**src/hw/rtl/pdu_pkg.sv**
```systemverilog
`timescale 1ns / 1ps

package pdu_pkg;

   // Field widths of the cell and pixel channels.
   localparam int UP_W    = 4;
   localparam int COEF_W  = 16;
   localparam int BATCH_W = 4;
   localparam int CROW_W  = 8;
   localparam int CCOL_W  = 9;
   localparam int PROW_W  = 11;
   localparam int PCOL_W  = 12;
   localparam int DEPTH_W = 24;

   // Datapath widths.
   localparam int TOFS_W  = 5;   // doubled sub-pixel offset, signed
   localparam int SQX_W   = 62;  // radicand of the square root
   localparam int ROOT_W  = 31;  // square root result
   localparam int DEN_W   = 35;  // signed denominator
   localparam int DMAG_W  = 35;  // denominator magnitude
   localparam int NMAG_W  = 48;  // numerator magnitude
   localparam int NUM_W   = 49;  // rounded dividend
   localparam int DIV_W   = 36;  // doubled divisor
   localparam int QUO_W   = 25;  // quotient bits resolved by the divider
   localparam int CMP_W   = DIV_W + QUO_W;
   localparam int SQ_STAGES  = ROOT_W;
   localparam int DIV_STAGES = QUO_W;

   localparam logic [DEPTH_W-1:0] DEPTH_POS_MAX = 24'h7F_FFFF;
   localparam logic [QUO_W-1:0]   DEPTH_NEG_MAG = 25'h080_0000;
   localparam logic [QUO_W-1:0]   DEPTH_POS_MAG = 25'h07F_FFFF;

   // Per-pixel position data that travels beside the arithmetic.
   typedef struct packed {
      logic [BATCH_W-1:0] batch;
      logic [PROW_W-1:0]  row;
      logic [PCOL_W-1:0]  col;
      logic               last;
   } pdu_side_type;

   // One sub-pixel job handed from the sequencer to the datapath.
   typedef struct packed {
      logic signed [COEF_W-1:0] a;
      logic signed [COEF_W-1:0] b;
      logic signed [COEF_W-1:0] c;
      logic signed [COEF_W-1:0] d;
      logic [COEF_W-1:0]        f;
      logic signed [TOFS_W-1:0] tu;
      logic signed [TOFS_W-1:0] tv;
      pdu_side_type             side;
   } pdu_pix_type;

   // Flags carried through the root and divider sections.
   typedef struct packed {
      pdu_side_type side;
      logic         zero;
      logic         neg;
   } pdu_carry_type;

endpackage

```
**src/hw/rtl/pdu_if.sv**
```systemverilog
`timescale 1ns / 1ps

// Cell channel.
interface pdu_req_if;
   logic        valid;
   logic        ready;
   logic [15:0] plane_a;
   logic [15:0] plane_b;
   logic [15:0] plane_c;
   logic [15:0] plane_d;
   logic [15:0] focal_len;
   logic [3:0]  batch_index;
   logic [7:0]  cell_row;
   logic [8:0]  cell_col;

   modport source (output valid, plane_a, plane_b, plane_c, plane_d, focal_len,
                   batch_index, cell_row, cell_col, input ready);
   modport sink (input valid, plane_a, plane_b, plane_c, plane_d, focal_len,
                 batch_index, cell_row, cell_col, output ready);
endinterface


```
**src/hw/rtl/pdu_cell_seq.sv**
```systemverilog
`timescale 1ns / 1ps

module pdu_cell_seq #(
   parameter int MAX_UPRATIO   = 8,
   parameter int MAX_CELL_ROWS = 256,
   parameter int MAX_CELL_COLS = 512,
   parameter int MAX_BATCH     = 16
) (
   input  logic                    clock,
   input  logic                    reset,
   input  logic                    csr_we,
   input  logic [pdu_pkg::UP_W-1:0] csr_wdata,
   pdu_req_if.sink                 req,
   input  logic                    adv,
   output logic                    pix_valid,
   output pdu_pkg::pdu_pix_type    pix
);
   import pdu_pkg::*;

   localparam int SUB_W = (MAX_UPRATIO > 1) ? $clog2(MAX_UPRATIO) : 1;

   logic [UP_W-1:0]   upratio_ff;
   logic [UP_W-1:0]   up_ff;
   logic              busy_ff;
   logic [SUB_W-1:0]  sr_ff;
   logic [SUB_W-1:0]  sc_ff;
   logic signed [COEF_W-1:0] a_ff, b_ff, c_ff, d_ff;
   logic [COEF_W-1:0] f_ff;
   logic [BATCH_W-1:0] batch_ff;
   logic [CROW_W-1:0] crow_ff;
   logic [CCOL_W-1:0] ccol_ff;
   logic              pix_valid_ff;
   pdu_pix_type       pix_ff;
   pdu_pix_type       pix_in;

   logic              wr_legal;
   logic              in_range;
   logic              accept;
   logic              emit;
   logic              last_pix;
   logic [UP_W-1:0]   up_m1;
   logic [UP_W-1:0]   sr4, sc4;
   logic [CROW_W+UP_W-1:0] row_full;
   logic [CCOL_W+UP_W-1:0] col_full;
   logic [6:0]        tu_full, tv_full;

   // A write is legal for 1 and for even values up to the maximum.
   always_comb begin
      wr_legal = (csr_wdata != '0) && (32'(csr_wdata) <= MAX_UPRATIO) &&
                 ((csr_wdata == UP_W'(1)) || !csr_wdata[0]);
   end

   always_ff @(posedge clock) begin
      if (reset) begin
         upratio_ff <= UP_W'(MAX_UPRATIO);
      end else if (csr_we && wr_legal) begin
         upratio_ff <= csr_wdata;
      end
   end

   // Handshake: a new cell is taken when idle or when the current patch ends this cycle.
   always_comb begin
      sr4      = UP_W'(sr_ff);
      sc4      = UP_W'(sc_ff);
      up_m1    = up_ff - UP_W'(1);
      last_pix = (sr4 == up_m1) && (sc4 == up_m1);
      emit     = busy_ff && adv;
      req.ready = !busy_ff || (emit && last_pix);
      accept   = req.valid && req.ready;
      in_range = (32'(req.batch_index) < MAX_BATCH) &&
                 (32'(req.cell_row) < MAX_CELL_ROWS) &&
                 (32'(req.cell_col) < MAX_CELL_COLS);
   end

   // Sub-pixel offsets and image coordinates for the current position.
   always_comb begin
      tu_full  = {2'b00, sc4, 1'b0} - {3'b000, up_m1};
      tv_full  = {2'b00, sr4, 1'b0} - {3'b000, up_m1};
      row_full = crow_ff * up_ff + (CROW_W+UP_W)'(sr_ff);
      col_full = ccol_ff * up_ff + (CCOL_W+UP_W)'(sc_ff);
      pix_in.a  = a_ff;
      pix_in.b  = b_ff;
      pix_in.c  = c_ff;
      pix_in.d  = d_ff;
      pix_in.f  = f_ff;
      pix_in.tu = tu_full[TOFS_W-1:0];
      pix_in.tv = tv_full[TOFS_W-1:0];
      pix_in.side.batch = batch_ff;
      pix_in.side.row   = row_full[PROW_W-1:0];
      pix_in.side.col   = col_full[PCOL_W-1:0];
      pix_in.side.last  = last_pix;
   end

   // Cell holding register and patch counters.
   always_ff @(posedge clock) begin
      if (reset) begin
         busy_ff <= 1'b0;
         sr_ff   <= '0;
         sc_ff   <= '0;
      end else if (accept) begin
         busy_ff <= in_range;
         sr_ff   <= '0;
         sc_ff   <= '0;
      end else if (emit) begin
         if (last_pix) begin
            busy_ff <= 1'b0;
         end else if (sc4 == up_m1) begin
            sc_ff <= '0;
            sr_ff <= sr_ff + SUB_W'(1);
         end else begin
            sc_ff <= sc_ff + SUB_W'(1);
         end
      end
   end

   always_ff @(posedge clock) begin
      if (accept) begin
         a_ff     <= req.plane_a;
         b_ff     <= req.plane_b;
         c_ff     <= req.plane_c;
         d_ff     <= req.plane_d;
         f_ff     <= req.focal_len;
         batch_ff <= req.batch_index;
         crow_ff  <= req.cell_row;
         ccol_ff  <= req.cell_col;
         up_ff    <= upratio_ff;
      end
   end

   // Launch register into the datapath.
   always_ff @(posedge clock) begin
      if (reset) begin
         pix_valid_ff <= 1'b0;
      end else if (adv) begin
         pix_valid_ff <= busy_ff;
      end
   end

   always_ff @(posedge clock) begin
      if (adv) begin
         pix_ff <= pix_in;
      end
   end

   assign pix_valid = pix_valid_ff;
   assign pix       = pix_ff;

endmodule

```
**src/flat_wrapper.sv**
```systemverilog
// flat-port wrapper written by rule: the top's interface ports become plain ports
module pdu_cell_seq_flat import pdu_pkg::*;
#(
   parameter int MAX_UPRATIO   = 8,
   parameter int MAX_CELL_ROWS = 256,
   parameter int MAX_CELL_COLS = 512,
   parameter int MAX_BATCH     = 16
)
  (clock, reset, csr_we, csr_wdata, adv, pix_valid, pix, req_valid, req_plane_a, req_plane_b, req_plane_c, req_plane_d, req_focal_len, req_batch_index, req_cell_row, req_cell_col, req_ready);
  pdu_req_if req_i ();
  input  logic clock;
  input  logic reset;
  input  logic csr_we;
  input  logic [pdu_pkg::UP_W-1:0] csr_wdata;
  input  logic adv;
  output logic pix_valid;
  output pdu_pkg::pdu_pix_type pix;
  input wire logic [$bits(req_i.valid)-1:0] req_valid;
  input wire logic [$bits(req_i.plane_a)-1:0] req_plane_a;
  input wire logic [$bits(req_i.plane_b)-1:0] req_plane_b;
  input wire logic [$bits(req_i.plane_c)-1:0] req_plane_c;
  input wire logic [$bits(req_i.plane_d)-1:0] req_plane_d;
  input wire logic [$bits(req_i.focal_len)-1:0] req_focal_len;
  input wire logic [$bits(req_i.batch_index)-1:0] req_batch_index;
  input wire logic [$bits(req_i.cell_row)-1:0] req_cell_row;
  input wire logic [$bits(req_i.cell_col)-1:0] req_cell_col;
  output wire logic [$bits(req_i.ready)-1:0] req_ready;
  assign req_i.valid = req_valid;
  assign req_i.plane_a = req_plane_a;
  assign req_i.plane_b = req_plane_b;
  assign req_i.plane_c = req_plane_c;
  assign req_i.plane_d = req_plane_d;
  assign req_i.focal_len = req_focal_len;
  assign req_i.batch_index = req_batch_index;
  assign req_i.cell_row = req_cell_row;
  assign req_i.cell_col = req_cell_col;
  assign req_ready = req_i.ready;
  pdu_cell_seq #(.MAX_UPRATIO(MAX_UPRATIO), .MAX_CELL_ROWS(MAX_CELL_ROWS), .MAX_CELL_COLS(MAX_CELL_COLS), .MAX_BATCH(MAX_BATCH)) u_core (.clock(clock), .reset(reset), .csr_we(csr_we), .csr_wdata(csr_wdata), .req(req_i), .adv(adv), .pix_valid(pix_valid), .pix(pix));
endmodule
```
**config.mk**
```make
export PLATFORM = sky130hd
export DESIGN_NAME = pdu_cell_seq_flat
export DESIGN_NICKNAME = d
export VERILOG_FILES = /design/src/hw/rtl/pdu_pkg.sv /design/src/hw/rtl/pdu_if.sv /design/src/hw/rtl/pdu_cell_seq.sv /design/src/flat_wrapper.sv
export SDC_FILE = /design/constraint.sdc
export NUM_CORES = 1
export LEC_CHECK = 0
export BUFFER_PORTS_ARGS = -buffer_cell sky130_fd_sc_hd__buf_2
export CORE_MARGIN = 2
export CORE_UTILIZATION = 35
export CTS_CLUSTER_SIZE = 28
export DETAILED_ROUTE_END_ITERATION = 6
export SYNTH_ARGS = -nofsm -noshare
export SYNTH_HDL_FRONTEND = slang
export SYNTH_SLANG_ARGS = --single-unit
```
**constraint.sdc**
```tcl
create_clock -name clock -period 4.82 [get_ports clock]
set_input_delay 0.723 -clock clock [delete_from_list [all_inputs] [get_ports clock]]
set_output_delay 0.723 -clock clock [all_outputs]
set_load 0.03 [all_outputs]
```
==> impl_metrics.tcl <==
set metrics [dict create \
    synth_nets 783 \
    gp_congestion 0.7520 \
    drt_first_iter_violations 208 \
    via_count 5398 \
    coreArea_um2 27710 \
    cts_tree "yes" \
    hold_viol 0 \
    clkTransAtPathRegs_ns 0.06 \
    synthToLayoutAreaGrowth_pct 25.20 \
    fin_skew_ns 0.01216 \
    syn_area_um2 9816 \
    setup_tns_ns 0 \
    synth_edf_count 222 \
    seqCellArea_um2 6907 \
    cp_max_fo 25 \
    htree_levels 1 \
    yosysTopAreaCell "edfxtp_1" \
    fmax_mhz 234.6 \
    tightest_slew_ns 0.8875 \
    synth-async-reset-ratio_pct 0 \
    ioPinCount 230 \
    antenna_found_initial 3 \
    startpoint "u_core.up_ff[1]" \
    synth-main-ff-cell "edfxtp_1" \
    period_needed_ns 4.263 \
    period_share_pct 88.44 \
    drive_gt1_share_pct 32.52 \
    reg2reg_from "u_core.up_ff[1]" \
    drc_errors 0 \
    r2r_end "u_core.pix[12]" \
    die_x_um 171.5 \
    gr-usage-all-layers_pct 12.60 \
    post-dp-hpwl_um 13550 \
    yosysMostFrequentCell "edfxtp_1" \
    hold_buffers 0 \
    arrival_ns 4.62 \
    start_util_pct 35.43 \
    clockBufferDepth 3 \
    slew_headroom_pct 40.83 \
    ir_worst_vdd_mv 0.2859 \
    rsz0062_at_grt "false" \
    post_synth_num_cell_types 41 \
    grt-ovfl-total 0 \
    crit_chain "nand2_1, fa_1, inv_1, fa_1, ha_1, ha_1, nor2b_1, o21ai_0, a21oi_1, o41ai_1, nor2_1, a211oi_1" \
    maxCapViolations 0 \
    hold_start "req_plane_c[4]" \
    grt_pass1_wl_um 29130 \
    clkSinkCount 234 \
    rows 61 \
    start_kind "register" \
    status "finished, final reports clean" \
    dr.pass1.iters 4 \
    p_per_area_nw_per_um2 418.0 \
    cts_setup_buffers 0 \
    syn_inst 586 \
    grt_max_degree 66 \
    setup_viol 0 \
    crit_slowest_cell "edfxtp_1" \
    end_kind "register" \
    ys_ff_latch 234 \
    die_area_um2 29400 \
    reg2reg_slack_ns 0.56 \
    clk_latency_ns 0.53 \
    power.leakage_uw 0.005025 \
    fin_nets 1036 \
    clockRootBuffer "clkbuf_16" \
    worst-r2r-cell-count 12 \
    multi_input_area_um2 2719 \
    ys_warn_count 0 \
    worst-setup-path-type "reg -> reg" \
    cts_made_buffers 26 \
    ys_top_cells_by_area "edfxtp_1 (68%), ha_1 (7.5%), fa_1 (5.7%), and2_1 (3.5%), xnor2_1 (2.5%)" \
    drv_slew 0 \
    finalPower_uw 5137 \
    ant_nets 0 \
    routed_via_density 4.364 \
    yosysSeqAreaShare_pct 70.36 \
    worst_path_largest_cell_delay_ns 0.85 \
    synth.top_cell.area_share_pct 67.92 \
    whs_path_depth 1 \
    cts_resized 0 \
    first_global_vias 5665 \
    required_ns 5.17 \
    nFillCells 2547 \
    synth_area_per_cell_um2 16.75 \
    post_drt_wl_per_cell_um 15.10 \
    ys_top_cells_by_count "edfxtp_1 (222), ha_1 (59), and2_1 (55)" \
    port_buffers 229 \
    drt_wl_total_um 18680 \
    worst_hold_path.endpoint "u_core.c_ff[4]" \
    die_y_um 171.5 \
    hold_class "in -> reg" \
]
critical path: cells and delay by family, from the launching register on:
kind	cells	cell delay [ns]
AO/OA/AOI/OAI	4	1.16
adder cells (fa/ha/maj)	4	1.61
buffers and inverters	1	0.05
flip-flops	1	0.85
AND/OR/NAND/NOR	3	0.39
flip-flops by register name (all words and copies together) (netlist names):
name and count:
u_core.ccol_ff 9, u_core.f_ff 16, u_core.batch_ff 4, u_core.d_ff 16
u_core.sc_ff 3, u_core.up_ff 4, u_core.sr_ff 3, u_core.pix_valid 1
u_core.pix 117, u_core.b_ff 16, u_core.a_ff 16, u_core.busy_ff 1
u_core.c_ff 16, u_core.upratio_ff 4, u_core.crow_ff 8
placed cells by master (no fill, tap or decap), types with 2 or more instances in the layout:
master / netlist / routed
nor2b_1: 4 / 4
a2111oi_0: 2 / 2
a21oi_1: 17 / 17
nor2_1: 22 / 22
o21bai_1: 5 / 5
buf_2: 1 / 228
o21a_1: 3 / 3
clkinv_1: 0 / 6
inv_1: 39 / 39
clkbuf_16: 0 / 26
nand3_1: 4 / 4
and2_1: 55 / 54
o211ai_1: 2 / 2
o311ai_1: 2 / 2
ha_1: 59 / 59
clkinv_2: 0 / 4
o21ai_0: 13 / 13
nor3_1: 2 / 2
buf_12: 0 / 2
dfxtp_1: 12 / 12
mux2i_1: 4 / 4
nand2_1: 24 / 24
clkbuf_1: 6 / 6
xnor2_1: 28 / 28
edfxtp_1: 222 / 222
buf_4: 1 / 4
bufinv_16: 0 / 3
fa_1: 28 / 28
xor2_1: 8 / 8
nand2b_1: 6 / 6
a211oi_2: 2 / 2
metrics by stage:
step | worst slack [ns] | cells | util [%] | instance area, um^2 | hold slack (ns)
floorplan | 0.8873 | 586 | - | 9817 | 0.4003
global placement | 0.7060 | 1189 | 41.35 | 11460 | 0.4004
detailed placement | 0.6373 | 1189 | 41.35 | 11460 | 0.4045
CTS | 0.5981 | 1236 | 44.35 | 12290 | 0.3404
global route | 0.2762 | 1236 | 44.35 | 12290 | 0.3416
finish | 0.5570 | 1237 | 44.36 | 12290 | 0.3681
per-layer routing:
layer | vias up | wire (um) | track usage, %
li1 | 2620 | - | -
met1 | 2586 | 7564 | 15.32
met2 | 156 | 8816 | 20.32
met3 | 32 | 1886 | 5.499
met4 | 4 | 387 | 3.685
met5 | - | 27 | 0
area by class of cell:
| class | count | area share (%) |
|---|---|---|
| antenna | 1 | 0.02036 |
| tap | 378 | 3.849 |
| inverter | 39 | 1.191 |
| sequential | 234 | 56.20 |
| timing repair buffer | 234 | 9.855 |
| clock buffer | 32 | 5.477 |
| clock inverter | 15 | 1.283 |
| multi-input combinational | 304 | 22.12 |
cells by family (layout without fill, tap and decap cells):
family          after synthesis  count (layout)  synth area share (%)
other cells                   0               1                     0
compound gates               54              54                 3.964
simple gates                123             123                 6.858
fa+ha+maj                    87              87                 13.23
flops                       234             234                 70.36
xor+xnor                     36              36                 3.212
mux                           4               4                0.4079
buf+inv                      48             320                 1.963
report_power, final:
part           switching, uW  internal [uW]  leakage, uW
registers               51.0           2410      0.00224
clock network            763           1150     0.000406
logic                    483            281      0.00238
total                   1300           3840      0.00503
worst max path at each step:
stage | to | slack, ns | depth (start not counted)
final | u_core.pix[12] | 0.56 | 12
after global routing | u_core.pix[10] | 0.28 | 11
after CTS | u_core.pix[12] | 0.60 | 12
after detailed placement | u_core.pix[12] | 0.64 | 12
after global placement | u_core.pix[23] | 0.71 | 10
after floorplan | u_core.a_ff[0] | 0.89 | 8
(Power assumes the default switching activity.)
